===== config.mk =====
export PLATFORM = sky130hd
export DESIGN_NAME = fit_strategy_hole_allocator_core
export DESIGN_NICKNAME = d
export VERILOG_FILES = /design/src/design/fsha_pkg.sv /design/src/design/fsha_hole_table.sv /design/src/design/fsha_fit_unit.sv /design/src/design/fit_strategy_hole_allocator_core.sv
export SDC_FILE = /design/constraint.sdc
export NUM_CORES = 1
export LEC_CHECK = 0
export ABC_AREA = 1
export ABC_CLOCK_PERIOD_IN_PS = 8250
export BUFFER_PORTS_ARGS = -buffer_cell sky130_fd_sc_hd__buf_2
export CAP_MARGIN = 0
export CORE_ASPECT_RATIO = 0.6
export CORE_MARGIN = 3
export CORE_UTILIZATION = 45
export DETAILED_ROUTE_END_ITERATION = 7
export PLACE_DENSITY_LB_ADDON = 0.2
export SYNTH_ARGS = -nofsm -noshare
export SYNTH_HDL_FRONTEND = slang
export SYNTH_HIERARCHICAL = 1
export SYNTH_SLANG_ARGS = --single-unit

===== constraint.sdc =====
create_clock -name clk -period 8.25 [get_ports clk]
set_input_delay 2.0625 -clock clk [delete_from_list [all_inputs] [get_ports clk]]
set_output_delay 2.0625 -clock clk [all_outputs]
set_load 0.03 [all_outputs]

===== src/design/fsha_pkg.sv =====
// Shared types and constants for the fit-strategy hole allocator.
`timescale 1ns / 1ps

package fsha_pkg;

    localparam int HOLE_SLOTS = 16;
    localparam int IDX_W      = 4;
    localparam int CNT_W      = 5;
    localparam int SIZE_W     = 16;
    localparam int SUM_W      = 20;

    localparam logic [1:0] MODE_FIRST = 2'd0;
    localparam logic [1:0] MODE_BEST  = 2'd1;
    localparam logic [1:0] MODE_WORST = 2'd2;

    localparam logic OP_LOAD    = 1'b0;
    localparam logic OP_REQUEST = 1'b1;

    localparam logic REG_FIT_MODE     = 1'b0;
    localparam logic REG_HOLES_IN_USE = 1'b1;

    localparam logic [CNT_W-1:0] HOLES_RESET = CNT_W'(HOLE_SLOTS);

    typedef enum logic [1:0] {
        ST_IDLE,
        ST_SCAN,
        ST_UPDATE
    } state_t;

    // Verdict of the shared compare unit on one hole
    typedef struct packed {
        logic fits;
        logic take;
    } fit_status_t;

endpackage


===== src/design/fsha_hole_table.sv =====
// Hole size table: one write port, one read port, cleared by reset.
`timescale 1ns / 1ps

module fsha_hole_table
    import fsha_pkg::*;
(
    input  logic              clk,
    input  logic              rst_n,
    input  logic              wr_en,
    input  logic [IDX_W-1:0]  wr_addr,
    input  logic [SIZE_W-1:0] wr_data,
    input  logic [IDX_W-1:0]  rd_addr,
    output logic [SIZE_W-1:0] rd_data
);

    logic [SIZE_W-1:0] hole_reg [HOLE_SLOTS];

    always_ff @(posedge clk or negedge rst_n)
    begin
        if (!rst_n)
        begin
            for (int i = 0; i < HOLE_SLOTS; i++)
            begin
                hole_reg[i] <= '0;
            end
        end
        else if (wr_en)
        begin
            hole_reg[wr_addr] <= wr_data;
        end
    end

    assign rd_data = hole_reg[rd_addr];

endmodule


===== src/design/fsha_fit_unit.sv =====
// Shared subtract and compare unit used for every scan step and the final update.
`timescale 1ns / 1ps

module fsha_fit_unit
    import fsha_pkg::*;
(
    input  logic [1:0]        fit_mode,
    input  logic [SIZE_W-1:0] hole,
    input  logic [SIZE_W-1:0] amount,
    input  logic              found,
    input  logic [SIZE_W-1:0] metric,
    output logic [SIZE_W-1:0] diff,
    output fit_status_t       status
);

    logic [SIZE_W:0] wide_diff;
    logic            better;

    assign wide_diff = {1'b0, hole} - {1'b0, amount};
    assign diff      = wide_diff[SIZE_W-1:0];

    always_comb
    begin
        case (fit_mode)
            MODE_BEST:  better = diff < metric;
            MODE_WORST: better = hole > metric;
            default:    better = 1'b1;
        endcase
        status.fits = ~wide_diff[SIZE_W];
        status.take = status.fits && (!found || better);
    end

endmodule


===== src/design/fit_strategy_hole_allocator_core.sv =====
// Top level of the fit-strategy hole allocator: sequencer, registers and ports.
`timescale 1ns / 1ps

// Fit-strategy hole allocator.
// Input words arrive on the s_ stream: tuser carries the opcode (load or request),
// tdata the hole index and amount. A load overwrites one hole's size; a request
// scans holes 0 .. min(holes_in_use, 16)-1 for a fit (first, best or worst fit, ties to the
// lower index) and subtracts the request from the chosen hole.
// Every input word yields exactly one result word on the m_ stream.
// Sequence: a load goes from acceptance straight to its update step.
// A request first scans N = min(holes_in_use, 16) holes, one per
// cycle through the shared subtract/compare unit; first fit stops at the first
// hit. The single table read port and the one shared unit set this pace;
// one word is in work at a time.
// The result sits in an output register: the next input word is accepted while
// a result still waits, and the block holds in its update step only if the
// receiver has not taken the previous result.
// Reset clears all hole sizes and the free total, sets first fit and 16 holes.
// Configuration (APB) must be written only while the block is idle; the block itself does not enforce this.

module fit_strategy_hole_allocator_core
    import fsha_pkg::*;
(
    input  logic        clk,
    input  logic        rst_n,
    // input stream
    input  logic        s_tvalid,
    output logic        s_tready,
    input  logic [23:0] s_tdata,   // hole_index[3:0], amount[19:4], zero pad
    input  logic        s_tuser,   // opcode[0]
    // result stream
    output logic        m_tvalid,
    input  logic        m_tready,
    output logic [63:0] m_tdata,   // granted[0], hole_number[4:1], size_before[20:5],
                                   // size_after[36:21], free_total[56:37], zero pad
    // configuration port
    input  logic        psel,
    input  logic        penable,
    input  logic        pwrite,
    input  logic [2:0]  paddr,
    input  logic [31:0] pwdata,
    output logic [31:0] prdata,
    output logic        pready
);

    state_t state_reg, state_next;

    // accepted word
    logic              op_reg, op_next;
    logic [IDX_W-1:0]  idx_reg, idx_next;
    logic [SIZE_W-1:0] amt_reg, amt_next;

    // scan bookkeeping
    logic [CNT_W-1:0]  scan_cnt_reg, scan_cnt_next;
    logic              found_reg, found_next;
    logic [IDX_W-1:0]  pick_reg, pick_next;
    logic [SIZE_W-1:0] metric_reg, metric_next;

    // configuration and running total
    logic [1:0]        fit_mode_reg;
    logic [CNT_W-1:0]  holes_reg;
    logic [SUM_W-1:0]  free_sum_reg, free_sum_next;

    // result register
    logic              out_valid_reg, out_valid_next;
    logic              out_granted_reg, out_granted_next;
    logic [IDX_W-1:0]  out_num_reg, out_num_next;
    logic [SIZE_W-1:0] out_before_reg, out_before_next;
    logic [SIZE_W-1:0] out_after_reg, out_after_next;
    logic [SUM_W-1:0]  out_total_reg, out_total_next;

    // table and shared unit
    logic              tbl_wr_en;
    logic [IDX_W-1:0]  tbl_wr_addr;
    logic [SIZE_W-1:0] tbl_wr_data;
    logic [IDX_W-1:0]  tbl_rd_addr;
    logic [SIZE_W-1:0] tbl_rd_data;
    logic [SIZE_W-1:0] unit_diff;
    fit_status_t       unit_status;

    logic              in_accept;
    logic              out_free;
    logic              cfg_write;
    logic [CNT_W-1:0]  limit;
    logic              scan_last;
    logic              first_fit;
    logic              update_fire;
    logic              grant_now;

    assign in_accept   = s_tvalid && s_tready;
    assign out_free    = !out_valid_reg || m_tready;
    assign cfg_write   = psel && penable && pwrite && pready;
    assign limit       = (holes_reg > CNT_W'(HOLE_SLOTS)) ? CNT_W'(HOLE_SLOTS) : holes_reg;
    assign scan_last   = scan_cnt_reg == (limit - CNT_W'(1));
    assign first_fit   = (fit_mode_reg != MODE_BEST) && (fit_mode_reg != MODE_WORST);
    assign update_fire = (state_reg == ST_UPDATE) && out_free;
    assign grant_now   = (op_reg == OP_LOAD) || found_reg;

    fsha_hole_table u_table (
        .clk     (clk),
        .rst_n   (rst_n),
        .wr_en   (tbl_wr_en),
        .wr_addr (tbl_wr_addr),
        .wr_data (tbl_wr_data),
        .rd_addr (tbl_rd_addr),
        .rd_data (tbl_rd_data)
    );

    fsha_fit_unit u_fit (
        .fit_mode (fit_mode_reg),
        .hole     (tbl_rd_data),
        .amount   (amt_reg),
        .found    (found_reg),
        .metric   (metric_reg),
        .diff     (unit_diff),
        .status   (unit_status)
    );

    // next state
    always_comb
    begin
        state_next = state_reg;
        unique case (state_reg)
            ST_IDLE:
            begin
                if (in_accept)
                begin
                    if (s_tuser == OP_LOAD || limit == '0)
                    begin
                        state_next = ST_UPDATE;
                    end
                    else
                    begin
                        state_next = ST_SCAN;
                    end
                end
            end
            ST_SCAN:
            begin
                if (scan_last || (unit_status.take && first_fit))
                begin
                    state_next = ST_UPDATE;
                end
            end
            ST_UPDATE:
            begin
                if (out_free)
                begin
                    state_next = ST_IDLE;
                end
            end
            default:
            begin
                state_next = ST_IDLE;
            end
        endcase
    end

    // state outputs: handshake and table port steering
    always_comb
    begin
        s_tready    = 1'b0;
        tbl_rd_addr = pick_reg;
        tbl_wr_en   = 1'b0;
        tbl_wr_addr = idx_reg;
        tbl_wr_data = amt_reg;
        unique case (state_reg)
            ST_IDLE:
            begin
                s_tready = 1'b1;
            end
            ST_SCAN:
            begin
                tbl_rd_addr = scan_cnt_reg[IDX_W-1:0];
            end
            ST_UPDATE:
            begin
                if (op_reg == OP_LOAD)
                begin
                    tbl_rd_addr = idx_reg;
                    tbl_wr_en   = out_free;
                end
                else
                begin
                    tbl_wr_en   = out_free && found_reg;
                    tbl_wr_addr = pick_reg;
                    tbl_wr_data = unit_diff;
                end
            end
            default:
            begin
                s_tready = 1'b0;
            end
        endcase
    end

    // datapath next values
    always_comb
    begin
        op_next          = op_reg;
        idx_next         = idx_reg;
        amt_next         = amt_reg;
        scan_cnt_next    = scan_cnt_reg;
        found_next       = found_reg;
        pick_next        = pick_reg;
        metric_next      = metric_reg;
        free_sum_next    = free_sum_reg;
        out_valid_next   = out_valid_reg && !m_tready;
        out_granted_next = out_granted_reg;
        out_num_next     = out_num_reg;
        out_before_next  = out_before_reg;
        out_after_next   = out_after_reg;
        out_total_next   = out_total_reg;

        // capture the word and reset the scan
        if (in_accept)
        begin
            op_next       = s_tuser;
            idx_next      = s_tdata[3:0];
            amt_next      = s_tdata[19:4];
            scan_cnt_next = '0;
            found_next    = 1'b0;
            pick_next     = '0;
            metric_next   = '0;
        end

        // one hole per cycle through the shared unit
        if (state_reg == ST_SCAN)
        begin
            scan_cnt_next = scan_cnt_reg + CNT_W'(1);
            if (unit_status.take)
            begin
                found_next  = 1'b1;
                pick_next   = scan_cnt_reg[IDX_W-1:0];
                metric_next = (fit_mode_reg == MODE_WORST) ? tbl_rd_data : unit_diff;
            end
        end

        // commit the table change and load the result register
        if (update_fire)
        begin
            out_valid_next   = 1'b1;
            out_granted_next = grant_now;
            if (op_reg == OP_LOAD)
            begin
                free_sum_next   = free_sum_reg - SUM_W'(tbl_rd_data) + SUM_W'(amt_reg);
                out_num_next    = idx_reg;
                out_before_next = tbl_rd_data;
                out_after_next  = amt_reg;
            end
            else if (found_reg)
            begin
                free_sum_next   = free_sum_reg - SUM_W'(amt_reg);
                out_num_next    = pick_reg;
                out_before_next = tbl_rd_data;
                out_after_next  = unit_diff;
            end
            else
            begin
                out_num_next    = '0;
                out_before_next = '0;
                out_after_next  = '0;
            end
            out_total_next = free_sum_next;
        end
    end

    // control state
    always_ff @(posedge clk or negedge rst_n)
    begin
        if (!rst_n)
        begin
            state_reg     <= ST_IDLE;
            out_valid_reg <= 1'b0;
            free_sum_reg  <= '0;
            fit_mode_reg  <= MODE_FIRST;
            holes_reg     <= HOLES_RESET;
            scan_cnt_reg  <= '0;
            found_reg     <= 1'b0;
        end
        else
        begin
            state_reg     <= state_next;
            out_valid_reg <= out_valid_next;
            free_sum_reg  <= free_sum_next;
            scan_cnt_reg  <= scan_cnt_next;
            found_reg     <= found_next;
            if (cfg_write)
            begin
                case (paddr[2])
                    REG_FIT_MODE:     fit_mode_reg <= pwdata[1:0];
                    REG_HOLES_IN_USE: holes_reg    <= pwdata[CNT_W-1:0];
                    default:          fit_mode_reg <= fit_mode_reg;
                endcase
            end
        end
    end

    // payload registers
    always_ff @(posedge clk)
    begin
        op_reg          <= op_next;
        idx_reg         <= idx_next;
        amt_reg         <= amt_next;
        pick_reg        <= pick_next;
        metric_reg      <= metric_next;
        out_granted_reg <= out_granted_next;
        out_num_reg     <= out_num_next;
        out_before_reg  <= out_before_next;
        out_after_reg   <= out_after_next;
        out_total_reg   <= out_total_next;
    end

    // register readback
    always_comb
    begin
        case (paddr[2])
            REG_FIT_MODE:     prdata = {30'd0, fit_mode_reg};
            REG_HOLES_IN_USE: prdata = {{(32-CNT_W){1'b0}}, holes_reg};
            default:          prdata = '0;
        endcase
    end

    assign pready   = 1'b1;
    assign m_tvalid = out_valid_reg;
    assign m_tdata  = {7'd0, out_total_reg, out_after_reg, out_before_reg,
                       out_num_reg, out_granted_reg};

endmodule


==> results.md <==
- Initial Util: 0.460
- Post-DRT Antenna Nets: 0
- WHS Path Cells: 2
- Inserted Clock Buffers: 40
- Slew headroom: 0.220
- Metal1 wirelength: 34400 microns
- First DRT Iteration DRCs: 2354
- Sequential Area: 10100 sq um
- RSZ-0062 raised after global routing: false
- Largest net degree at the start of global routing: 156
- Startpoint types: flop
- Drt pass-1 iters: 6
- Footprint of the multi-input gates: 10300 sq um
- Worst r2r src: state_reg[0]
- Vias: 20000
- Antenna violations before repair: 0
- Chip Width: 298 microns
- DR WL/cell: 18.6 microns
- Layout Cells excl Fill: 3804
- CP max stage delay: 0.51 ns
- Hold_sp: metric_reg[3]
- Final wirelength: 70600 microns
- Gr usage total: 0.261
- Met3 routed WL: 7630 microns
- Mapped Area: 23000 sq um
- Worst flop-to-flop path endpoint: metric_reg[11]
- CTS max path bufs: 3
- Most frequent cell on the critical path: nand2_1
- Die height: 181 microns
- Port Buffers: 97
- Setup tns final: 0 ns
- Dpl cells: 3730
- Fillcell total: 4865
- Max Cap Violations: 0
- Final hold violations: 0
- Ant. Diodes: 0
- Site Rows: 63
- Syn. warnings: 6
- Status: finished, final reports clean
- Syn Area/Cell: 7.49 sq um
- CTS tree: built
- First-pass GRT wire length: 110000 microns
- Root Driver: clkbuf_16
- Final Setup Violations: 0
- Setup bufs post-CTS: 0
- Critical Path AT: 7.49 ns
- # DRC: 0
- Vias in the first global route: 18700
- CTS resizes: 0
- CTS hold repair buffers: 0
- Max FFs per register: 256
- CP Max Fanout: 155
- Clock Sinks: 390
- Top routing layer in use: met4
- Clock transition at path regs: 0.07 ns
- Nets: 3268
- Fin crit period: 6.99 ns
- Hold Path Sink: metric_reg[3]
- Final Max Tran Viols: 0
- Die area: 53900 sq um
- Layout cell share with drive strength beyond 1: 0.0826
- Crit path kind: flop to flop
- Post-DR vias/cell: 5.25
- Clk Latency, worst-skew pair: 0.56 ns
- Reg-to-reg slack, setup: 1.26 ns
- Ratio of final minimum period to clock period: 0.848
- Final HPWL DP: 48600 microns
- Worst-Margin Slew: 1.17 ns
- Slowest-stage cell, CP: ha_1
- Post-Synthesis Cells: 3066
- Reg2reg path depth: 34
- Worst-case clock skew: 0.0136 ns
- Met2 Wirelength: 27200 microns
- RePlAce Congestion: 0.956
- Layout area overhead: 9.92%
- IO Pins: 166
- Fmax: 143 MHz
- H-Tree Depth: 2
- GRT Residual Overflow: 0
- Critical Path RT: 8.75 ns
- Core box area: 49900 sq um
- CP Capture Type: flop
- Hold/Removal Path Class: flop to flop
layout by cell type, fill, tap and decap left out, drive strengths merged, types with 18 or more instances in the layout:
cell type and count:
edfxtp 78, conb 35, dfrtp 291, o22ai 20
clkbuf 58, o21ai 381, a21oi 84, nand3 292
nor2 99, inv 501, nand2 914, dfxtp 20
ha 93, buf 127, fa 18
routing by layer:
layer  vias up  track usage
li1       9682            -
met4         0       0.0523
met2       816        0.354
met5         -            0
met3        95       0.0664
met1      9375        0.415
critical path, delay by kind of cell (launching register included):
family,cells,cell delay (ns)
AND/OR/NAND/NOR,22,3.00
XOR/XNOR,1,0.41
AO/OA/AOI/OAI,4,0.69
buffers and inverters,4,1.06
flip-flops,1,0.40
adder cells (fa/ha/maj),3,1.15
cell type report:
cell class	count	area share
clock inverters	16	0.00813
inverters	501	0.0746
clock buffers	58	0.0460
repair buffers	127	0.0300
well taps	682	0.0338
flip-flops and latches	390	0.398
multi-input cells	2030	0.409
through the flow:
step	utilization	area (sq um)	setup WS, ns	hold slack [ns]
final	0.506	25200	1.26	0.476
after detailed placement	0.478	23900	1.44	0.465
after global placement	0.478	23900	1.50	0.461
after floorplan	-	23100	3.10	0.451
after global routing	0.506	25200	0.661	0.497
after CTS	0.506	25200	1.42	0.476
how the worst max path moves through the flow:
stage / from / slack, ns / end / depth (start not counted)
4_1_cts: state_reg[0] / 1.42 / metric_reg[2] / 39
3_3_place_gp: state_reg[0] / 1.50 / metric_reg[14] / 39
2_1_floorplan: op_reg / 3.10 / metric_reg[12] / 43
5_1_grt: state_reg[0] / 0.66 / metric_reg[9] / 34
6_report: state_reg[0] / 1.26 / metric_reg[11] / 34
3_5_place_dp: state_reg[0] / 1.44 / metric_reg[10] / 39
Power is not shown: default switching activity piles up to over one toggle a cycle in this logic, so the estimate is an artifact.
